[src/cap_pkg.sv]
// ----------------------------------------------------------------------------
// cap_pkg: shared types and constants of the cascaded angle/rate PID
// Step codes, command bundle, gain bundle, register indexes and the
// saturation and clamp helpers used by the datapath.
// ----------------------------------------------------------------------------
package cap_pkg;

  // fixed point format of angles and rates
  localparam int FRAC_BITS      = 16;
  localparam int INTEGRAL_LIMIT = 500;

  // field widths
  localparam int DATA_W = 32;
  localparam int GAIN_W = 24;
  localparam int HZ_W   = 16;
  localparam int IDX_W  = 4;

  // integrator bound, capped at the largest 32-bit signed value
  localparam longint INT_LIM_RAW = longint'(INTEGRAL_LIMIT) <<< FRAC_BITS;
  localparam logic signed [63:0] INT_LIM =
    (INT_LIM_RAW > 64'sd2147483647) ? 64'sd2147483647 : 64'(INT_LIM_RAW);

  // outer derivative filter weights, Q0.16 (about 0.4 and 0.6)
  localparam logic signed [24:0] FILT_OLD = 25'sd26214;
  localparam logic signed [24:0] FILT_NEW = 25'sd39322;

  // register reset values
  localparam logic [GAIN_W-1:0] RST_OUTER_KP  = 24'd393216;
  localparam logic [GAIN_W-1:0] RST_OUTER_KI  = 24'd19661;
  localparam logic [GAIN_W-1:0] RST_OUTER_KD  = 24'd26214;
  localparam logic [GAIN_W-1:0] RST_INNER_KP  = 24'd327680;
  localparam logic [GAIN_W-1:0] RST_INNER_KI  = 24'd32768;
  localparam logic [GAIN_W-1:0] RST_INNER_KD  = 24'd11141;
  localparam logic [GAIN_W-1:0] RST_STEP_TIME = 24'd16777;
  localparam logic [HZ_W-1:0]   RST_RATE_HZ   = 16'd1000;

  // configuration register indexes
  typedef enum logic [IDX_W-1:0] {
    REG_OUTER_KP     = 4'd0,
    REG_OUTER_KI     = 4'd1,
    REG_OUTER_KD     = 4'd2,
    REG_INNER_KP     = 4'd3,
    REG_INNER_KI     = 4'd4,
    REG_INNER_KD     = 4'd5,
    REG_STEP_TIME    = 4'd6,
    REG_STEP_RATE_HZ = 4'd7
  } reg_e;

  // multiply steps in issue order
  typedef enum logic [3:0] {
    OP_OFILT_OLD = 4'd0,  // old outer filter * 0.4
    OP_OFILT_NEW = 4'd1,  // -rate * 0.6, closes the outer filter
    OP_IDERIV    = 4'd2,  // rate difference * rate_hz, inner filter
    OP_OINT      = 4'd3,  // outer error * step_time, outer integrator
    OP_OP        = 4'd4,  // outer P
    OP_OD        = 4'd5,  // outer D
    OP_OI        = 4'd6,  // outer I, closes rate target
    OP_ID        = 4'd7,  // inner D
    OP_IINT      = 4'd8,  // inner error * step_time, inner integrator
    OP_IP        = 4'd9,  // inner P
    OP_II        = 4'd10  // inner I, closes drive output
  } op_e;

  typedef struct packed {
    logic [GAIN_W-1:0] outer_kp;
    logic [GAIN_W-1:0] outer_ki;
    logic [GAIN_W-1:0] outer_kd;
    logic [GAIN_W-1:0] inner_kp;
    logic [GAIN_W-1:0] inner_ki;
    logic [GAIN_W-1:0] inner_kd;
    logic [GAIN_W-1:0] step_time;
    logic [HZ_W-1:0]   rate_hz;
  } gains_t;

  // controller to datapath commands
  typedef struct packed {
    logic load;     // capture a new input item
    logic iss_en;   // multiply the operands of iss_op
    op_e  iss_op;
    logic post_en;  // apply the product of post_op
    op_e  post_op;
  } cmd_t;

  // saturate to 32 signed bits
  function automatic logic signed [DATA_W-1:0] sat32(input logic signed [63:0] x);
    logic signed [DATA_W-1:0] r;
    if (x > 64'sd2147483647) begin
      r = 32'sh7fffffff;
    end else if (x < -64'sd2147483648) begin
      r = 32'sh80000000;
    end else begin
      r = x[DATA_W-1:0];
    end
    return r;
  endfunction

  // clamp an integrator sum to the limit
  function automatic logic signed [DATA_W-1:0] clamp_int(input logic signed [63:0] s);
    logic signed [DATA_W-1:0] r;
    if (s > INT_LIM) begin
      r = INT_LIM[DATA_W-1:0];
    end else if (s < -INT_LIM) begin
      r = DATA_W'(-INT_LIM);
    end else begin
      r = s[DATA_W-1:0];
    end
    return r;
  endfunction

endpackage

[src/cap_regs.sv]
// ----------------------------------------------------------------------------
// cap_regs: gain and timing registers
// Written through the configuration channel; unknown indexes are dropped.
// ----------------------------------------------------------------------------
module cap_regs (
  input  logic                       clk_i,
  input  logic                       rst_ni,
  input  logic                       wr_en_i,
  input  logic [cap_pkg::IDX_W-1:0]  wr_index_i,
  input  logic [cap_pkg::GAIN_W-1:0] wr_data_i,
  output cap_pkg::gains_t            gains_o
);

  cap_pkg::gains_t gains_q, gains_d;

  // register decode
  always_comb begin
    gains_d = gains_q;
    if (wr_en_i) begin
      unique case (cap_pkg::reg_e'(wr_index_i))
        cap_pkg::REG_OUTER_KP:     gains_d.outer_kp  = wr_data_i;
        cap_pkg::REG_OUTER_KI:     gains_d.outer_ki  = wr_data_i;
        cap_pkg::REG_OUTER_KD:     gains_d.outer_kd  = wr_data_i;
        cap_pkg::REG_INNER_KP:     gains_d.inner_kp  = wr_data_i;
        cap_pkg::REG_INNER_KI:     gains_d.inner_ki  = wr_data_i;
        cap_pkg::REG_INNER_KD:     gains_d.inner_kd  = wr_data_i;
        cap_pkg::REG_STEP_TIME:    gains_d.step_time = wr_data_i;
        cap_pkg::REG_STEP_RATE_HZ: gains_d.rate_hz   = wr_data_i[cap_pkg::HZ_W-1:0];
        default: ;
      endcase
    end
  end

  always_ff @(posedge clk_i or negedge rst_ni) begin
    if (!rst_ni) begin
      gains_q.outer_kp  <= cap_pkg::RST_OUTER_KP;
      gains_q.outer_ki  <= cap_pkg::RST_OUTER_KI;
      gains_q.outer_kd  <= cap_pkg::RST_OUTER_KD;
      gains_q.inner_kp  <= cap_pkg::RST_INNER_KP;
      gains_q.inner_ki  <= cap_pkg::RST_INNER_KI;
      gains_q.inner_kd  <= cap_pkg::RST_INNER_KD;
      gains_q.step_time <= cap_pkg::RST_STEP_TIME;
      gains_q.rate_hz   <= cap_pkg::RST_RATE_HZ;
    end else begin
      gains_q <= gains_d;
    end
  end

  assign gains_o = gains_q;

endmodule

[config.mk]
export PLATFORM = sky130hd
export DESIGN_NAME = cap_regs
export DESIGN_NICKNAME = d
export VERILOG_FILES = /design/src/cap_pkg.sv /design/src/cap_regs.sv
export SDC_FILE = /design/constraint.sdc
export NUM_CORES = 1
export LEC_CHECK = 0
export BUFFER_PORTS_ARGS = -buffer_cell sky130_fd_sc_hd__buf_2
export CORE_MARGIN = 2
export CORE_UTILIZATION = 55
export CTS_BUF_LIST = sky130_fd_sc_hd__clkbuf_4 sky130_fd_sc_hd__clkbuf_8 sky130_fd_sc_hd__clkbuf_16
export DETAILED_ROUTE_END_ITERATION = 10
export PLACE_DENSITY_LB_ADDON = 0.15
export SETUP_SLACK_MARGIN = 0.15
export SLEW_MARGIN = 5
export SYNTH_ARGS = -nofsm -noshare
export SYNTH_HDL_FRONTEND = slang
export SYNTH_SLANG_ARGS = --single-unit
[constraint.sdc]
create_clock -name clk_i -period 2 [get_ports clk_i]
set_input_delay 0.5 -clock clk_i [delete_from_list [all_inputs] [get_ports clk_i]]
set_output_delay 0.5 -clock clk_i [all_outputs]
set_load 0.05 [all_outputs]
Word-level counts from Yosys, hierarchy flattened
Index checks and enable logic that the tools add are counted.
{ "word_totals": {"regBits": 184, "inputBits": 31, "out_inout_bits": 184, "elab_cells": 24} }
{ "op_classes": {"reduce_logical": 9, "n_eq_ne": 7} }
{ "ops": {"columns": ["cell", "count"], "rows": [
  ["== test 4 x 3 -> 1 bit, second input constant", 4],
  ["AND reduction 2 bit", 8],
  ["== test 4 x 2 -> 1 bit, second input constant", 2],
  ["== test 4 x 1 -> 1 bit, second input constant", 1],
  ["zero test 4 bit", 1]
]} }

Longest topological paths before layout
Gate-level depths: netlist of run 1.
{ "depth": {"ltp_word": 2, "depth_mapped": 5, "depth_no_buf": 3} }

Least setup slack after synthesis of run 1
Ideal clock, no wire load.
{ "synth_path": {"path_type": "input -> register", "from": "input wr_index_i[1] (netlist name)", "to": "register gains_q, in the netlist gains_o[67]", "slack_ns": 0.291, "arrival_time_ns": 1.584, "stages": 5, "path_cell_list": "buf_2 or3_1 buf_6 buf_12 mux2_4"} }
{ "synth_via": {"elab_chain_cells": 2} }
{ "synth_rtl": {"columns": ["element", "line_no", "text"], "rows": [
  ["start, declared", "cap_regs.sv:9", "input logic [cap_pkg::IDX_W-1:0] wr_index_i,"],
  ["== test 4 x 3 -> 1 bit", "cap_regs.sv:20", "unique case (cap_pkg::reg_e'(wr_index_i))"],
  ["AND reduction 2 bit (no line)", null, null],
  ["end signal, assigned", "cap_regs.sv:45", "gains_q <= gains_d;"],
  ["end, declared", "cap_regs.sv:14", "cap_pkg::gains_t gains_q, gains_d;"]
]} }
Every way passes these cells.
A chain may end at the register's enable or synchronous reset.

Worst setup path after layout of run 1
{ "layout_path": {"from": "register gains_q, in the netlist gains_o[5]", "to": "output gains_o[5] (netlist name)"} }
{ "layout_lines": {"columns": ["element", "line_no", "text"], "rows": [
  ["end, declared", "cap_regs.sv:11", "output cap_pkg::gains_t gains_o"]
]} }
No word-level cell between the ends.

==> results_dict.tcl, run 1 <==
set metrics [dict create \
    outcome "finished clean" \
    seqPwrFrac_pct 37.3 \
    num_io_pins 215 \
    fmax_ghz 0.578 \
    powerDensity_nw_per_um2 1530 \
    arrival_ns 1.23 \
    hpwl_mm 11.1 \
    drtIter0Drc 240 \
    swShare_pct 41.0 \
    synthSimpleGateAreaFrac_pct 1.65 \
    largest_reg_flops 184 \
    cts-root-buf "clkbuf_16" \
    tns_ns 0 \
    drtAntennaViolNets 0 \
    maxCapViolCount 0 \
    synthMuxAreaShare_pct 30.4 \
    wire_per_inst_um 19.3 \
    cts_tree "done" \
    final_layout_size_suffix_gt1_share_pct 76.9 \
    fin_skew_ns 0 \
    drv_slew 0 \
    n_antenna_cell 0 \
    critical_path_cell_count 1 \
    start_util_pct 56.2 \
    syn_nets 430 \
    syn_area_um2 7070 \
    synth_cells 399 \
    async_flop_share_pct 100 \
    coreArea_um2 12600 \
    tightest_slew_ns 0.333 \
    clock_latency_ns 0.42 \
    rr_startpoint "gains_o[105]" \
    die_y_um 117 \
    critPathCaptureType "output port" \
    cts_buffers 17 \
    synth_compound_area_share_pct 0 \
    hold_violations 0 \
    cp.required_ns 1.50 \
    area.growth.synth_to_final_pct 28.5 \
    fin_total_pwr_mw 13.9 \
    rsz0062_at_grt "no" \
    p_int_mw 8.18 \
    crit_chain "buf_2" \
    cts_buffer_depth 2 \
    r2r_end "gains_o[105]" \
    synth_top_area_cell "dfrtp_1" \
    synthXorXnorAreaFrac_pct 0 \
    synth_edf_count 0 \
    netlist.area_leader.share_pct 51.3 \
    synth_adder_area_share_pct 0 \
    grt_start_max_net_pins 64 \
    reg2reg_depth 1 \
    dr.pass1.iters 4 \
    cp-endpoint "gains_o[5]" \
    yosys_warnings 0 \
    ff2ff_setup_slack_ns 1.21 \
    cts_resized 0 \
    synth_cell_type_count 17 \
    worst_setup_path_start_kind "flip-flop" \
    min_path_type "input pin to flip-flop" \
    grt_first_pass_wirelength_mm 25.1 \
    syn_area_per_cell_um2 17.7 \
    grt-ovfl-total 0 \
    crit_family "flip-flops" \
    synth_ff_type "dfrtp_1" \
    portBuffers 214 \
    crit_type "flip-flop to output port" \
    fp-row-count 41 \
    synth.most_common_cell "mux2_2" \
    htreeDepth 4 \
    setup_viol 0 \
    vias_per_cell 5.19 \
    track_usage_pct 23.8 \
    cellLeakagePower_nw 4.51 \
    yosysSeqAreaShare_pct 65.8 \
    slowest_stage "dfstp_2" \
    dr_total_vias 4258 \
    pwr-share-clk_pct 24.8 \
    antenna_found_initial 0 \
    fin_crit_sh_pct 86.4 \
    p_comb_share_pct 37.9 \
    switchingPower_mw 5.69 \
    wl_mm 15.8 \
    final_nets 667 \
    dieWidth_um 117 \
    gp_congestion 0.766 \
    synth-seq-cells 184 \
    worstPathMaxFanout 2 \
    slew_headroom_pct 77.8 \
    fill_cells 847 \
    die_area_um2 13800 \
    clkTransAtPathRegs_ns 0.06 \
    synth_top_family_by_area "multiplexers" \
    yosys-top-cells-count "164 x mux2_2, 145 x dfrtp_1, 39 x dfstp_2, 20 x mux2_4, 9 x buf_2" \
    crit_buf_inv 1 \
    cpPeakStageDelay_ns 0.55 \
    grt_pass1_vias 4485 \
    ir_drop_v 0.000767 \
    cts.sinks 184 \
    yosys-top-cells-area "dfrtp_1 51%, mux2_2 26%, dfstp_2 14%, mux2_4 4.2%, buf_2 0.64%" \
    drc_errors 0 \
    startpoint "gains_o[5]" \
    period_needed_ns 1.73 \
]
metrics by stage:
step	worst slack [ns]	hold WS, ns	utilization, %	cell area [µm²]	std cells
after floorplan	0.291	0.204	-	7070	399
after global placement	0.0904	0.382	67.2	8450	788
after detailed placement	0.0687	0.382	67.2	8450	788
after CTS	0.257	0.379	72.3	9080	821
after global routing	0.238	0.392	72.3	9080	821
final	0.271	0.398	72.3	9080	821
layout by cell type, fill, tap and decap left out, drive strengths merged:
| master | n |
|---|---|
| clkinvlp | 1 |
| bufinv | 3 |
| or3 | 1 |
| nor2 | 2 |
| nand2 | 2 |
| clkinv | 4 |
| nor3b | 3 |
| clkbuf | 24 |
| buf | 236 |
| and3 | 1 |
| dlygate4sd3 | 1 |
| dfrtp | 145 |
| dfstp | 39 |
| nand3b | 3 |
| mux2 | 184 |
worst min-delay path by stage:
| stage | startpoint | end | slack, ns | cells after the start |
|---|---|---|---|---|
| 2_1_floorplan | rst_ni | gains_o[0] | 0.20 | 0 |
| 3_3_place_gp | rst_ni | gains_o[176] | 0.38 | 1 |
| 3_5_place_dp | rst_ni | gains_o[176] | 0.38 | 1 |
| 4_1_cts | wr_data_i[19] | gains_o[83] | 0.38 | 2 |
| 5_1_grt | wr_data_i[19] | gains_o[179] | 0.39 | 2 |
| 6_report | wr_data_i[18] | gains_o[106] | 0.40 | 2 |
cell type report:
class                           count  area, µm²  share of cell area [%]
Multi-Input combinational cell    196       2280                    25.1
Sequential cell                   184       4650                    51.2
Clock buffer                       24        503                    5.54
Timing Repair Buffer              237       1320                    14.5
Tap cell                          172        215                    2.37
Clock inverter                      8        118                    1.30
routing by layer:
metal | part of all wire, % | vias up | global-route usage (%)
met2 | 49 | 136 | 38.4
met5 | 0 | - | 0
met1 | 44 | 2198 | 30.9
li1 | - | 1896 | -
met3 | 5.7 | 28 | 6.76
met4 | 1.9 | 0 | 8.96
power by group through the flow:
stage               logic, mW  clock network, mW  registers (mW)
finish                   5.26               3.44            5.17
global placement         5.23                  0            5.17
floorplan               0.858                  0            8.32
global route             5.44               3.69            5.27
detailed placement       5.29                  0            5.22
CTS                      5.30               3.51            5.17
kinds of logic after synthesis:
family,count (synthesis)
flip-flops,184
multiplexers,184
buffers and inverters,19
AND/OR/NAND/NOR,12
what timing repair did:
| item | in CTS | in global routing |
|---|---|---|
| setup buffers | 0 | 0 |
| hold buffers | 1 | 0 |
| endpoints found under the hold margin | 16 | 0 |
(Power assumes the default switching activity.)
==> inputs of run 2 (changes only) <==
--- a/config.mk
+++ b/config.mk
@@ -10,6 +10,7 @@
 export CORE_UTILIZATION = 55
 export CTS_BUF_LIST = sky130_fd_sc_hd__clkbuf_4 sky130_fd_sc_hd__clkbuf_8 sky130_fd_sc_hd__clkbuf_16
 export DETAILED_ROUTE_END_ITERATION = 10
+export MAX_ROUTING_LAYER = met4
 export PLACE_DENSITY_LB_ADDON = 0.15
 export SETUP_SLACK_MARGIN = 0.15
 export SLEW_MARGIN = 5
==> results_dict.tcl, run 2 (synthesized netlist as in run 1, its figures left out) <==
set metrics [dict create \
    hp-start "wr_data_i[18]" \
    vias_per_cell 5.16 \
    drtAntennaViolNets 0 \
    crit_family "flip-flops" \
    dp_slack_ns 0.0687 \
    fin_ws_ns 0.277 \
    final_cells 821 \
    n_antenna_cell 0 \
    placed_area_um2 8450 \
    arrival_ns 1.22 \
    powerDensity_nw_per_um2 1530 \
    area.growth.synth_to_final_pct 28.5 \
    slowest_stage "dfstp_2" \
    hold_violations 0 \
    fin_total_pwr_mw 13.9 \
    grt-ovfl-total 0 \
    antenna_found_initial 0 \
    track_usage_pct 24.5 \
    wl_mm 15.8 \
    die_y_um 117 \
    dr.pass1.iters 4 \
    slew_headroom_pct 77.9 \
    rsz0062_at_grt "no" \
    fin_skew_ns 0 \
    ff2ff_setup_slack_ns 1.21 \
    ir_drop_v 0.000769 \
    num_io_pins 215 \
    cts-root-buf "clkbuf_16" \
    p_int_mw 8.18 \
    cts.sinks 184 \
    cp.required_ns 1.50 \
    start_util_pct 56.2 \
    die_area_um2 13800 \
    period_needed_ns 1.72 \
    grt_pass1_vias 4492 \
    layout_commonest_cell "buf_2" \
    cellLeakagePower_nw 4.51 \
    drtIter0Drc 239 \
    seqPwrFrac_pct 37.3 \
    portBuffers 214 \
    drv_slew 0 \
    r2r_end "gains_o[105]" \
    startpoint "gains_o[5]" \
    hold_path_depth 2 \
    outcome "finished clean" \
    cts_buffers 17 \
    coreArea_um2 12600 \
    crit_chain "buf_2" \
    worstPathMaxFanout 2 \
    crit_buf_inv 1 \
    min_path_type "input pin to flip-flop" \
    htreeDepth 4 \
    fin_area_um2 9080 \
    gp_congestion 0.776 \
    grt_first_pass_wirelength_mm 25.1 \
    grt_start_max_net_pins 64 \
    rr_startpoint "gains_o[105]" \
    setup_viol 0 \
    worst_setup_path_start_kind "flip-flop" \
    wire_per_inst_um 19.2 \
    min_to "gains_o[106]" \
    final_layout_size_suffix_gt1_share_pct 76.9 \
    maxCapViolCount 0 \
    largest_reg_flops 184 \
    cts_buffer_depth 2 \
    swShare_pct 41.0 \
    fin_crit_sh_pct 86.1 \
    drc_errors 0 \
    reg2reg_depth 1 \
    switchingPower_mw 5.69 \
    pwr-share-clk_pct 24.8 \
    final_core_util_pct 72.3 \
    p_comb_share_pct 37.9 \
    tightest_slew_ns 0.332 \
    cts_tree "done" \
    dp_cells 788 \
    timing.hold.ws_ns 0.398 \
    mostFrequentLayoutCells "213 x buf_2, 164 x mux2_2, 145 x dfrtp_1" \
    critPathCaptureType "output port" \
    cpPeakStageDelay_ns 0.54 \
    tns_ns 0 \
    crit_type "flip-flop to output port" \
    hpwl_mm 11.1 \
    fmax_ghz 0.581 \
    fp-row-count 41 \
    clkTransAtPathRegs_ns 0.06 \
    final_nets 667 \
    clock_latency_ns 0.42 \
    dr_total_vias 4237 \
    dieWidth_um 117 \
]
-- run 2: area by class of cell --
class / count / area (µm²)
timing repair buffer: 237 / 1320
clock inverter: 8 / 118
multi-input combinational: 196 / 2280
fill: 847 / 3490
tap: 172 / 215
sequential: 184 / 4650
clock buffer: 24 / 503
-- run 2: what timing repair did --
action,in CTS,in global routing
endpoints found under the hold margin,16,0
setup endpoints to repair,0,0
setup buffers,0,0
hold buffers,1,0
resized for setup,0,0
-- run 2: worst max path at each step --
| stage | endpoint | slack [ns] | cells past startpoint |
|---|---|---|---|
| 6_report | gains_o[5] | 0.28 | 1 |
| 5_1_grt | gains_o[5] | 0.24 | 1 |
| 4_1_cts | gains_o[19] | 0.26 | 1 |
| 3_5_place_dp | gains_o[86] | 0.07 | 5 |
| 3_3_place_gp | gains_o[78] | 0.09 | 5 |
| 2_1_floorplan | gains_o[67] | 0.29 | 5 |
-- run 2: power groups by stage --
stage | Clock, mW | Sequential, mW | Combinational (mW)
CTS | 3.51 | 5.17 | 5.30
floorplan | 0 | 8.32 | 0.858
finish | 3.44 | 5.17 | 5.26
detailed placement | 0 | 5.22 | 5.29
global placement | 0 | 5.17 | 5.23
global route | 3.68 | 5.27 | 5.44
-- run 2: metal layers --
layer  vias up  track usage [%]  routed length [µm]
met4         0             8.96                 289
met5         -                -                   0
met3        25             6.13                 814
met2       137             38.5                7720
li1       1885                -                   -
met1      2190             31.2                6970
