File: src/cap_pkg.sv
// ----------------------------------------------------------------------------
// cap_pkg: shared types and constants of the cascaded angle/rate PID
// Step codes, command bundle, gain bundle, register indexes and the
// saturation and clamp helpers used by the datapath.
// ----------------------------------------------------------------------------
package cap_pkg;

  // fixed point format of angles and rates
  localparam int FRAC_BITS      = 16;
  localparam int INTEGRAL_LIMIT = 500;

  // field widths
  localparam int DATA_W = 32;
  localparam int GAIN_W = 24;
  localparam int HZ_W   = 16;
  localparam int IDX_W  = 4;

  // integrator bound, capped at the largest 32-bit signed value
  localparam longint INT_LIM_RAW = longint'(INTEGRAL_LIMIT) <<< FRAC_BITS;
  localparam logic signed [63:0] INT_LIM =
    (INT_LIM_RAW > 64'sd2147483647) ? 64'sd2147483647 : 64'(INT_LIM_RAW);

  // outer derivative filter weights, Q0.16 (about 0.4 and 0.6)
  localparam logic signed [24:0] FILT_OLD = 25'sd26214;
  localparam logic signed [24:0] FILT_NEW = 25'sd39322;

  // register reset values
  localparam logic [GAIN_W-1:0] RST_OUTER_KP  = 24'd393216;
  localparam logic [GAIN_W-1:0] RST_OUTER_KI  = 24'd19661;
  localparam logic [GAIN_W-1:0] RST_OUTER_KD  = 24'd26214;
  localparam logic [GAIN_W-1:0] RST_INNER_KP  = 24'd327680;
  localparam logic [GAIN_W-1:0] RST_INNER_KI  = 24'd32768;
  localparam logic [GAIN_W-1:0] RST_INNER_KD  = 24'd11141;
  localparam logic [GAIN_W-1:0] RST_STEP_TIME = 24'd16777;
  localparam logic [HZ_W-1:0]   RST_RATE_HZ   = 16'd1000;

  // configuration register indexes
  typedef enum logic [IDX_W-1:0] {
    REG_OUTER_KP     = 4'd0,
    REG_OUTER_KI     = 4'd1,
    REG_OUTER_KD     = 4'd2,
    REG_INNER_KP     = 4'd3,
    REG_INNER_KI     = 4'd4,
    REG_INNER_KD     = 4'd5,
    REG_STEP_TIME    = 4'd6,
    REG_STEP_RATE_HZ = 4'd7
  } reg_e;

  // multiply steps in issue order
  typedef enum logic [3:0] {
    OP_OFILT_OLD = 4'd0,  // old outer filter * 0.4
    OP_OFILT_NEW = 4'd1,  // -rate * 0.6, closes the outer filter
    OP_IDERIV    = 4'd2,  // rate difference * rate_hz, inner filter
    OP_OINT      = 4'd3,  // outer error * step_time, outer integrator
    OP_OP        = 4'd4,  // outer P
    OP_OD        = 4'd5,  // outer D
    OP_OI        = 4'd6,  // outer I, closes rate target
    OP_ID        = 4'd7,  // inner D
    OP_IINT      = 4'd8,  // inner error * step_time, inner integrator
    OP_IP        = 4'd9,  // inner P
    OP_II        = 4'd10  // inner I, closes drive output
  } op_e;

  typedef struct packed {
    logic [GAIN_W-1:0] outer_kp;
    logic [GAIN_W-1:0] outer_ki;
    logic [GAIN_W-1:0] outer_kd;
    logic [GAIN_W-1:0] inner_kp;
    logic [GAIN_W-1:0] inner_ki;
    logic [GAIN_W-1:0] inner_kd;
    logic [GAIN_W-1:0] step_time;
    logic [HZ_W-1:0]   rate_hz;
  } gains_t;

  // controller to datapath commands
  typedef struct packed {
    logic load;     // capture a new input item
    logic iss_en;   // multiply the operands of iss_op
    op_e  iss_op;
    logic post_en;  // apply the product of post_op
    op_e  post_op;
  } cmd_t;

  // saturate to 32 signed bits
  function automatic logic signed [DATA_W-1:0] sat32(input logic signed [63:0] x);
    logic signed [DATA_W-1:0] r;
    if (x > 64'sd2147483647) begin
      r = 32'sh7fffffff;
    end else if (x < -64'sd2147483648) begin
      r = 32'sh80000000;
    end else begin
      r = x[DATA_W-1:0];
    end
    return r;
  endfunction

  // clamp an integrator sum to the limit
  function automatic logic signed [DATA_W-1:0] clamp_int(input logic signed [63:0] s);
    logic signed [DATA_W-1:0] r;
    if (s > INT_LIM) begin
      r = INT_LIM[DATA_W-1:0];
    end else if (s < -INT_LIM) begin
      r = DATA_W'(-INT_LIM);
    end else begin
      r = s[DATA_W-1:0];
    end
    return r;
  endfunction

endpackage

File: src/cap_ctrl.sv
// ----------------------------------------------------------------------------
// cap_ctrl: step sequencer
// Walks the eleven multiply steps, one issue per cycle, with the post
// operation of each step applied to its registered product; owns the handshakes.
// ----------------------------------------------------------------------------
module cap_ctrl (
  input  logic          clk_i,
  input  logic          rst_ni,
  input  logic          in_valid_i,
  output logic          in_ready_o,
  output logic          out_valid_o,
  input  logic          out_ready_i,
  output cap_pkg::cmd_t cmd_o
);

  typedef enum logic [2:0] {
    ST_IDLE = 3'b001,
    ST_RUN  = 3'b010,
    ST_FIN  = 3'b100
  } state_e;

  localparam logic [3:0] CntLast = 4'(cap_pkg::OP_II);

  state_e     state_q, state_d;
  logic [3:0] cnt_q, cnt_d;
  logic       out_valid_q, out_valid_d;
  logic       out_free;

  assign out_free = !out_valid_q || out_ready_i;

  // sequencing
  always_comb begin
    state_d        = state_q;
    cnt_d          = cnt_q;
    out_valid_d    = out_valid_q && !out_ready_i;
    in_ready_o     = 1'b0;
    cmd_o.load     = 1'b0;
    cmd_o.iss_en   = 1'b0;
    cmd_o.iss_op   = cap_pkg::op_e'(cnt_q);
    cmd_o.post_en  = 1'b0;
    cmd_o.post_op  = cap_pkg::op_e'(4'(cnt_q - 4'd1));
    unique case (state_q)
      ST_IDLE: begin
        in_ready_o = 1'b1;
        if (in_valid_i) begin
          cmd_o.load = 1'b1;
          cnt_d      = 4'd0;
          state_d    = ST_RUN;
        end
      end
      ST_RUN: begin
        cmd_o.iss_en  = 1'b1;
        cmd_o.post_en = (cnt_q != 4'd0);
        if (cnt_q == CntLast) begin
          state_d = ST_FIN;
        end else begin
          cnt_d = 4'(cnt_q + 4'd1);
        end
      end
      ST_FIN: begin
        // last post step waits for a free output register
        cmd_o.post_op = cap_pkg::OP_II;
        cmd_o.post_en = out_free;
        if (out_free) begin
          out_valid_d = 1'b1;
          state_d     = ST_IDLE;
        end
      end
      default: begin
        state_d = ST_IDLE;
      end
    endcase
  end

  always_ff @(posedge clk_i or negedge rst_ni) begin
    if (!rst_ni) begin
      state_q     <= ST_IDLE;
      cnt_q       <= 4'd0;
      out_valid_q <= 1'b0;
    end else begin
      state_q     <= state_d;
      cnt_q       <= cnt_d;
      out_valid_q <= out_valid_d;
    end
  end

  assign out_valid_o = out_valid_q;

endmodule

File: config.mk
export PLATFORM = sky130hd
export DESIGN_NAME = cap_ctrl
export DESIGN_NICKNAME = d
export VERILOG_FILES = /design/src/cap_pkg.sv /design/src/cap_ctrl.sv
export SDC_FILE = /design/constraint.sdc
export NUM_CORES = 1
export LEC_CHECK = 0
export CAP_MARGIN = 20
export CORE_UTILIZATION = 25
export CTS_CLUSTER_SIZE = 10
export DETAILED_ROUTE_END_ITERATION = 8
export DONT_BUFFER_PORTS = 1
export PLACE_DENSITY = 0.42
export SKIP_CTS_REPAIR_TIMING = 1
export SYNTH_ARGS = -nofsm -noshare
export SYNTH_HDL_FRONTEND = slang
export SYNTH_SLANG_ARGS = --single-unit
File: constraint.sdc
create_clock -name clk_i -period 1.54 [get_ports clk_i]
set_clock_uncertainty 0.2 [all_clocks]
set_input_delay 0.385 -clock clk_i [delete_from_list [all_inputs] [get_ports clk_i]]
set_output_delay 0.385 -clock clk_i [all_outputs]
set_load 0.01 [all_outputs]
## Yosys cells after proc, flatten, opt, wreduce, memory -nomap -nowiden

Index checks and enable logic that the tools add are counted.

| word-level totals | value |
|---|---|
| input port bits | 4 |
| word-level logic and storage cells | 36 |
| register bits | 8 |

| cells by class | value |
|---|---|
| add/subtract/negate cells | 2 |
| mux-type cells | 15 |
| equality and inequality tests | 8 |
| reductions and logical operators | 8 |

Operator list:

| operator | number |
|---|---|
| 2-to-1 mux 4 bit | 3 |
| 2-to-1 mux 3 bit | 3 |
| case mux 3 bit (3 select lines) | 1 |
| inequality test 2 bit (second input constant) | 4 |
| case mux 4 bit (2 select lines) | 1 |
| 2-to-1 mux 1 bit | 6 |
| AND reduction 3 bit | 2 |
| adder 4 x 1 -> 4 bit (second input constant) | 1 |
| equality test 4 bit (second input constant) | 1 |
| nonzero test 4 bit | 1 |
| subtractor 4 x 1 -> 4 bit (second input constant) | 1 |
| equality test 3 x 1 -> 1 bit (second input constant) | 1 |
| equality test 3 x 2 -> 1 bit (second input constant) | 1 |
| equality test 3 bit (second input constant) | 1 |
| zero test 1 bit | 2 |
| case mux 1 bit (2 select lines) | 1 |
| nonzero test 2 bit | 1 |
| logical AND 1 bit | 1 |
| logical OR 1 bit | 1 |

## Depth between registers and ports, before layout

Gate-level depths: netlist of run 1.

| depth | value |
|---|---|
| depth in word-level cells | 4 |
| mapped depth | 5 |
| gate-level depth less buffers | 5 |

## Worst setup path after synthesis of run 1

No wires, ideal clock.

| path | value |
|---|---|
| path kind | flip-flop to output port |
| from | register cnt_q[0] |
| to | output port cmd_o[2] (netlist name) |
| setup slack | -112 ps |
| arrival | 1067 ps |
| stages on the path, launching flop included | 5 |
| buffers on the path | 0 |
| cells stage by stage | dfrtp_1 inv_1 ha_1 xnor2_1 nor2_1 |

RTL lines:

| element | line | source |
|---|---|---|
| start: declaration | cap_ctrl.sv:25 | `logic [3:0] cnt_q, cnt_d;` |
| start signal: assignment | cap_ctrl.sv:82 | `cnt_q <= cnt_d;` |
| end: declaration | cap_ctrl.sv:13 | `output cap_pkg::cmd_t cmd_o` |

==> impl_results.md, run 1 <==
- Arr. time, crit path: roughly 1300 ps
- Routed Antenna Nets: 0
- 1st-pass router iterations: 4
- Hold Fails Final Rpt: 0
- Detailed Route WL: ~1400 um
- Max_cap viols: 0
- Worst min path class: input pin to register
- Crit share post-route: 122.2%
- Via count: about 510
- Synth warnings: 0
- Status: finished with violations
- Hpwl dp: about 950 um
- Pin count of the biggest net entering global routing: 9
- Cell count after synthesis: 50
- Commonest cells after routing, fill and taps aside: 23 x buf_4, 4 x dfrtp_1, 3 x clkbuf_4, 3 x dfrtp_2, 3 x buf_6
- VDD IR max: about 840 uV
- Register area share after synthesis: 40.97%
- Pins Over Slew Limit: 0
- Placeable Area: roughly 0.0018 sq mm
- Placement Setup Slack: -69.02 ps
- Unique masters post-synth: 32
- Clock Tree Root: clkbuf_4
- Mapped Area: 491.7 sq um
- Vias per inst: approximately 4.9
- Kind of critical path: register to output port
- Fin worst setup slack: -341.6 ps
- Slew @ Worst Pin: 384.4 ps
- Clock sinks: 8
- Gpl congestion: about 0.8
- # nets final: between 80 and 90
- Fmax: 531.5 MHz
- RSZ-0062 raised after global routing: yes
- Total gr overflow: 0
- Inserted Clock Buffers: 3
- Vias in the first global route: around 420
- Synthesized Nets: 57
- Syn Area/Cell: approximately 9.8 sq um
- Antenna diodes: 0
- Commonest non-fill, non-tap cell in the layout: buf_4
- Power, Total: roughly 1600 uW
- Leakage power total: slightly above 0.0004 uW
- Area growth syn-to-layout: 78.63%
- Worst Path Max Fanout: 8
- Power Density: between 1500 and 2000 mW/mm^2
- Crit. End Element: output port
- CP Data Required Time: between 900 and 1000 ps
- Initial core utilization: ~28%
- Fillers: 170
- TritonCTS clock tree: yes
- Failing checks: negative setup slack
- Chip width: around 46 um
- Clk_lat worst skew: 270 ps
- Worst Setup Start Kind: register
- Boundary pin count: 17
- First-pass GRT wire length: roughly 1900 um
- Initial DRC count: 22
- Die area: between 0.002 and 0.0025 sq mm
- Synth Register Bits: 8
- IO buf count: 0
- Routed WL per cell: approximately 14 um
- Setup-failing EPs final: 13
- DRC: 0
- Std cell rows: 15
- Antenna violations before repair: 0
- Clk buf depth: 2
- Die Ht: 46.35 um
- Clock slew at reported path FFs: roughly 70 ps
- Final min period: 1882 ps
- Slew headroom: about three quarters
- H-tree depth: 1
- Share of cells above drive strength 1: 70.00%
- Total track usage: between 10% and 20%
state kept, by name (all words and copies together) (netlist names):
register and flops:
out_valid_o 1, state_q 3, cnt_q 4
critical path: stages, from the launching register on:
cell and delay [ps]:
dfrtp_1 370, or3b_4 400, buf_4 170, inv_8 80
metrics by stage:
stage	std cells	utilization [%]	instance area, sq um	setup TNS, ps	hold slack [ps]
global route	105	49.26	878.3	-3121	258.2
finish	105	49.26	878.3	-2386	254.1
CTS	96	38.32	683.2	-2288	-402.1
floorplan	50	-	498.0	-168.5	-110.6
global placement	92	36.84	656.9	-145.6	-110.4
detailed placement	92	36.84	656.9	-135.6	-110.4
where the power goes:
| part | switching (uW) | leakage, uW | internal, uW |
|---|---|---|---|
| logic | 482 | 0.000289 | 589 |
| clock network | 83.0 | 0.0000150 | 99.7 |
| registers | 78.4 | 0.000101 | 281 |
cells in the mapped netlist:
library cell	number	share of area (%)
nor3_1	1	1.0
buf_4	1	1.5
nand4_1	1	1.3
nand2b_1	1	1.3
mux2_2	1	2.3
a31o_2	1	1.8
inv_1	3	2.3
a21o_1	1	1.5
a211oi_1	1	1.5
or3_1	1	1.3
nand3b_1	1	1.5
nor2_1	4	3.1
o31ai_1	1	1.5
ha_1	3	7.6
o22ai_1	1	1.3
a21oi_1	1	1.0
dfstp_2	1	5.3
and2_1	1	1.3
clkinv_2	1	1.0
a21o_2	1	1.8
o211ai_2	1	2.5
xnor2_1	2	3.6
and4bb_2	1	2.5
o22a_1	1	1.8
dfrtp_1	7	36
nand2_1	5	3.8
a31oi_1	1	1.3
o21ai_0	1	1.0
nand3_1	1	1.0
a41oi_1	1	1.8
or3b_4	1	2.3
nor3b_1	1	1.5
logic make-up after synthesis:
| logic type | Yosys count | share of synthesized area [%] |
|---|---|---|
| mux | 1 | 2.290 |
| simple gates | 19 | 21.88 |
| flops | 8 | 40.97 |
| fa+ha+maj | 3 | 7.634 |
| xor+xnor | 2 | 3.563 |
| compound gates | 12 | 18.83 |
| buf+inv | 5 | 4.834 |
metal layers:
metal | global-route usage, % | share of wire (%) | routed length [um]
met1 | 18.42 | 45 | 648
met2 | 17.22 | 46 | 662
met3 | 3.137 | 6.0 | 85
met4 | 10.59 | 2.0 | 28
met5 | 0 | 0 | 0
layout make-up:
type	instances	area [sq um]	share of cell area, %
inverters	4	22.52	2.564
flip-flops and latches	8	205.2	23.36
well taps	25	31.28	3.561
repair buffers	27	216.5	24.64
multi-input cells	37	376.6	42.88
clock buffers	4	26.28	2.991
worst paths after layout:
check                              to  depth (start not counted)  slack (ps)       start
hold reg to reg              cnt_q[3]                          1         420    cnt_q[3]
max in group asynchronous  state_q[0]                          1         540      rst_ni
hold / removal             state_q[0]                          3         250  in_valid_i
setup reg to reg             cnt_q[1]                          6        -100    cnt_q[0]
min in group asynchronous    cnt_q[3]                          1         270      rst_ni
setup / recovery             cmd_o[9]                          3        -340  state_q[2]
(Power assumes the default switching activity.)
==> inputs of run 2 (changes only) <==
Settings changed: ABC_AREA set to 1, CORE_ASPECT_RATIO set to 0.6.
==> impl_results.md, run 2 <==
- Busiest grt layer: met1
- First-pass GRT wire length: 2187 um (+15%)
- Fillers: 206 (+21%)
- Met1 GRT Util: 18.88% (+0.46 points)
- Fin worst setup slack: -254.2 ps (+87.46 ps)
- Hold depth: 1 (-2)
- Hpwl dp: 1074 um (+13%)
- Setup-failing EPs final: 8 (-5)
- Synth warnings: 0 (unchanged)
- Flop pwr share: 24.4% (+2.1 points)
- TritonCTS clock tree: yes
- Commonest non-fill, non-tap cell in the layout: buf_4
- Detailed Route WL: 1457 um (+2.2%)
- Synth Register Bits: 8 (unchanged)
- Fmax: 557.4 MHz (+4.9%)
- Worst Setup Start Kind: register
- RSZ-0062 raised after global routing: yes
- Largest register FFs: 4 (unchanged)
- Vias in the first global route: 447 (+5.4%)
- Register area share after synthesis: 36.93% (-4.0 points)
- Initial DRC count: 26 (+18%)
- Synth area leaders: dfrtp_1 32%, nand2_1 10%, nand3_1 7.3%
- Failing checks: negative setup slack
- Slew headroom: 70.79% (-3.5 points)
- Worst Path Max Fanout: 5 (-3)
- Largest reg by FF count: cnt_q
- Net Switching: 701.6 uW (+8.9%)
- Vias per inst: 4.429 (-9.0%)
- Synthesized Nets: 78 (+37%)
- Yosys top cell by area: dfrtp_1
- Syn Area/Cell: 7.683 sq um (-22%)
- Status: finished with violations
- Antenna violations before repair: 0 (unchanged)
- 1st-pass router iterations: 6 (+2)
- Leakage power total: 0.0004078 uW (+0.73%)
- Final min period: 1794 ps (-87.46 ps)
- Total gr overflow: 0 (unchanged)
- Met3 Use GR: 5.655% (+2.5 points)
- Inserted Clock Buffers: 3 (unchanged)
- Hold endpoint: out_valid_o
- Reg-to-reg critical path startpoint: state_q[0]
- Clock Tree Root: clkbuf_4
- Worst min path class: input pin to register
- Routed WL per cell: 12.24 um (-9.8%)
- Std cell rows: 12 (-3)
- # nets final: 99 (+13%)
- Crit share post-route: 116.5% (-5.7 points)
- Cell with the most instances after synthesis: nand2_1
- Pins Over Slew Limit: 0 (unchanged)
- Die Ht: 38.19 um (-18%)
- Clock slew at reported path FFs: 70 ps (about the same)
- VDD IR max: 487.4 uV (-42%)
- Most frequent cells after synthesis: 15 x nand2_1, 9 x inv_1, 8 x nand3_1
- Worst r2r path cells: 7 (+1)
- HP Start: out_ready_i
- Slew @ Worst Pin: 436.8 ps (+52.39 ps)
- Unique masters post-synth: 19 (-41%)
- Int Power: 824.9 uW (-15%)
- Crit. End Element: output port
- Hold Fails Final Rpt: 0 (unchanged)
- Clock network power share: 12.5% (+1.2 points)
- Gpl congestion: 0.7098 (-8.7%)
- Clk_lat worst skew: 260 ps (about the same)
- Pin count of the biggest net entering global routing: 9 (unchanged)
- Share of cells above drive strength 1: 56.04% (-14 points)
- Final core occ: 42.05% (-7.2 points)
- Placeable Area: 0.001952 sq mm (+9.5%)
- Clk buf depth: 2 (unchanged)
- Design Area, Final: 820.8 sq um (-6.6%)
- Via count: 527 (+3.1%)
- Met2 usage: 15.93% (-1.3 points)
- FF-to-FF setup slack: 20 ps (+120 ps)
- Power, Total: 1526 uW (-5.4%)
- DRC: 0 (unchanged)
- Area growth syn-to-layout: 50.46%
- Chip width: 62.31 um (+34%)
- Total track usage: 12.60% (-0.73 points)
- Boundary pin count: 17 (unchanged)
- Synth top area share: 32.11% (-3.5 points)
- Switching power share of the total: 45.96% (+6.1 points)
- Kind of critical path: register to output port
- Post-synth ARST share: 100.0% (unchanged)
- Routed Antenna Nets: 0 (unchanged)
- FF-to-FF End: cnt_q[3]
- Dominant synthesized flop cell: dfrtp_1
- Post-synth EDFFs: 0 (unchanged)
- Initial core utilization: 27.95% (+0.37 points)
- H-tree depth: 1 (unchanged)
- IO buf count: 0 (unchanged)
- Combinational fraction of design power: 63.0% (-3.4 points)
- Clock sinks: 8 (unchanged)
- CP Data Required Time: 950 ps (about the same)
- Die area: 0.002379 sq mm (+11%)
- Max_cap viols: 0 (unchanged)
- Commonest cells after routing, fill and taps aside: 13 x buf_4, 11 x nand2_1, 8 x inv_2, 8 x nand3_1, 6 x nand2_4
- Power Density: 1860 mW/mm^2 (+1.2%)
- Mapped Area: 545.5 sq um (+11%)
- Cell count after synthesis: 71 (+42%)
- Area after DPL: 663.1 sq um (+0.95%)
- Arr. time, crit path: 1210 ps (-90 ps)
- Antenna diodes: 0 (unchanged)
-- run 2: how the worst max path moves through the flow --
stage | from | endpoint | slack (ps)
after global placement | state_q[1] | cmd_o[4] | -50
after floorplan | cnt_q[0] | cmd_o[4] | 6
final | state_q[0] | cmd_o[9] | -250
after CTS | state_q[1] | cmd_o[4] | -360
after detailed placement | state_q[1] | cmd_o[4] | -70
after global routing | cnt_q[0] | cmd_o[2] | -310
-- run 2: cells by family after synthesis --
logic type	count (synthesis)	synth area share [%]
AO/OA/AOI/OAI	7	6.880
XOR/XNOR	1	1.606
adder cells (fa/ha/maj)	3	6.881
buffers and inverters	14	10.32
flip-flops	8	36.93
AND/OR/NAND/NOR	38	37.38
-- run 2: per-stage QoR --
| stage | TNS [ps] | hold slack [ps] | cells | setup WS (ps) |
|---|---|---|---|---|
| after floorplan | 0 | -110.6 | 71 | 5.608 |
| after global placement | -50.80 | -110.3 | 108 | -48.72 |
| after detailed placement | -67.29 | -110.3 | 108 | -65.01 |
| after CTS | -2069 | -398.6 | 112 | -364.7 |
| after global routing | -2179 | 0.01077 | 119 | -313.5 |
| final | -1700 | 9.754 | 119 | -254.2 |
-- run 2: routing by layer --
layer	vias up	wire length [um]
met2	14	600
met3	0	84
li1	275	-
met1	238	772
met5	-	0
met4	0	0
-- run 2: layout make-up --
cell class	count	area (sq um)	share of cell area [%]
clock buffers	4	26.28	3.201
inverters	13	51.30	6.250
multi-input cells	49	359.1	43.75
flip-flops and latches	8	207.7	25.30
well taps	28	35.03	4.268
repair buffers	17	141.4	17.23
-- run 2: critical path: stages, from the launching register on --
cell     delay [ps]
dfstp_2         600
buf_4           140
nor3_4           40
buf_4           160
-- run 2: power by group through the flow --
stage / Combinational [uW] / Sequential, uW / Clock [uW]
3_5_place_dp: 723 / 348 / 0
4_1_cts: 727 / 344 / 193
5_1_grt: 1050 / 383 / 209
3_3_place_gp: 724 / 346 / 0
2_1_floorplan: 464 / 375 / 0
6_report: 962 / 373 / 191
==> inputs of run 3 (changes only) <==
Settings changed: ABC_AREA 1 to not set, CORE_ASPECT_RATIO 0.6 to not set, CTS_BUF_LIST set to sky130_fd_sc_hd__clkbuf_8.
==> impl_results.md, run 3 (synthesis results as in run 1) <==
- Status: finished with violations
- Failing checks: negative setup slack
- Slew headroom: 74.78% (+4.0 points)
- Int Power: 940.1 uW (+14%)
- Initial core utilization: 27.58% (-0.37 points)
- Antenna diodes: 0 (unchanged)
- Hold depth: 3 (+2)
- Share of cells above drive strength 1: 61.33% (+5.3 points)
- Clock slew at reported path FFs: 50 ps (-20 ps)
- Pins Over Slew Limit: 0 (unchanged)
- Multi-input logic area: 336.6 sq um (-6.3%)
- Worst r2r path cells: 5 (-2)
- Total gr overflow: 0 (unchanged)
- Largest register FFs: 4 (unchanged)
- Die area: 0.002148 sq mm (-9.7%)
- TritonCTS clock tree: yes
- VDD IR max: 845.6 uV (+73%)
- HP Start: in_valid_i
- Routed WL per cell: 12.67 um (+3.5%)
- CP Data Required Time: 950 ps (about the same)
- H-tree depth: 1 (unchanged)
- Vias per inst: 4.760 (+7.5%)
- Clk_lat worst skew: 230 ps (-30 ps)
- Placed insts: 92 (-15%)
- Arr. time, crit path: 1250 ps (+40 ps)
- 1st-pass router iterations: 4 (-2)
- Combinational fraction of design power: 59.7% (-3.3 points)
- Detailed Route WL: 1267 um (-13%)
- Largest reg by FF count: cnt_q
- Hold Fails Final Rpt: 0 (unchanged)
- Gpl congestion: 0.7771 (+9.5%)
- # nets final: 83 (-16%)
- Vias in the first global route: 428 (-4.3%)
- Die Ht: 46.35 um (+21%)
- Crit. End Element: output port
- Kind of critical path: register to output port
- Fmax: 545.7 MHz (-2.1%)
- Routed Antenna Nets: 0 (unchanged)
- DRC: 0 (unchanged)
- Antenna violations before repair: 0 (unchanged)
- Reg-to-reg critical path startpoint: state_q[2]
- Total track usage: 13.17% (+0.56 points)
- Setup-failing EPs final: 11 (+3)
- Net Switching: 587.2 uW (-16%)
- Fillers: 179 (-13%)
- Switching power share of the total: 38.45% (-7.5 points)
- Worst Path Max Fanout: 8 (+3)
- Worst min path class: input pin to register
- Flop pwr share: 23.5% (-0.9 points)
- Via count: 476 (-9.7%)
- Clock sinks: 8 (unchanged)
- CP startpoint: state_q[2]
- RSZ-0062 raised after global routing: yes
- Slew @ Worst Pin: 377.0 ps (-59.77 ps)
- Commonest cells after routing, fill and taps aside: 19 x buf_4, 5 x dfrtp_1, 3 x nand2_1, 3 x clkbuf_8
- Hpwl dp: 949.2 um (-12%)
- Inserted Clock Buffers: 3 (unchanged)
- Crit share post-route: 119.0% (+2.5 points)
- Max_cap viols: 0 (unchanged)
- Placeable Area: 0.001783 sq mm (-8.7%)
- Reg area: 203.9 sq um (-1.8%)
- Worst Setup Start Kind: register
- Std cell rows: 15 (+3)
- Pin count of the biggest net entering global routing: 9 (unchanged)
- Clock network power share: 16.8% (+4.3 points)
- Clk buf depth: 2 (unchanged)
- WHS: 288.1 ps (+278.3 ps)
- First-pass GRT wire length: 1932 um (-12%)
- Area growth syn-to-layout: 66.16%
- Clock Tree Root: clkbuf_8
- Power Density: 1869 mW/mm^2 (+0.52%)
- Commonest non-fill, non-tap cell in the layout: buf_4
- Layout Cells excl Fill: 100 (-16%)
- Initial DRC count: 4 (-85%)
- Chip width: 46.35 um (-26%)
- Final min period: 1833 ps (+38.43 ps)
- Leakage power total: 0.0003849 uW (-5.6%)
- Boundary pin count: 17 (unchanged)
- Fin worst setup slack: -292.6 ps (-38.43 ps)
- IO buf count: 0 (unchanged)
==> run 3: through the flow <==
step	utilization (%)	TNS (ps)	setup slack, ps	instance area [sq um]	power (uW)
floorplan	-	-168.5	-65.47	498.0	768.0
global placement	36.84	-145.6	-65.32	656.9	1035
detailed placement	36.84	-135.6	-69.02	656.9	1035
CTS	39.37	-1953	-319.8	701.9	1303
global route	45.82	-2445	-357.4	817.0	1641
finish	45.82	-1857	-292.6	817.0	1527
==> run 3: power groups by stage <==
stage,Combinational [uW],Sequential (uW),Clock (uW)
after floorplan,402,366,0
after global placement,688,347,0
after detailed placement,689,346,0
after CTS,696,343,264
after global routing,992,368,281
final,912,358,257
==> run 3: final timing paths <==
check / endpoint / slack [ps]
worst max register to register: cnt_q[1] / -80
max in group asynchronous: state_q[0] / 510
worst min register to register: cnt_q[3] / 410
worst min-delay path: state_q[0] / 290
min in group asynchronous: cnt_q[0] / 310
worst max-delay path: cmd_o[9] / -290
==> run 3: layout make-up <==
| class | count | share of cell area, % |
|---|---|---|
| Multi-Input combinational cell | 37 | 41.19 |
| Sequential cell | 8 | 24.96 |
| Timing Repair Buffer | 22 | 21.44 |
| Clock buffer | 3 | 5.054 |
| Tap cell | 25 | 3.828 |
| Inverter | 4 | 3.063 |
| Clock inverter | 1 | 0.4594 |
==> run 3: metal layers <==
metal / vias to the layer above / global-route usage [%] / wire [um]
met2: 13 / 18.33 / 609
li1: 233 / - / -
met3: 0 / 3.137 / 89
met4: 0 / 7.059 / 0
met5: - / 0 / 0
met1: 230 / 18.42 / 569
==> run 3: worst max-delay path: stages, from the launching register on <==
cell and delay, ps:
dfrtp_1 370, or3b_4 400, buf_4 170, inv_8 80
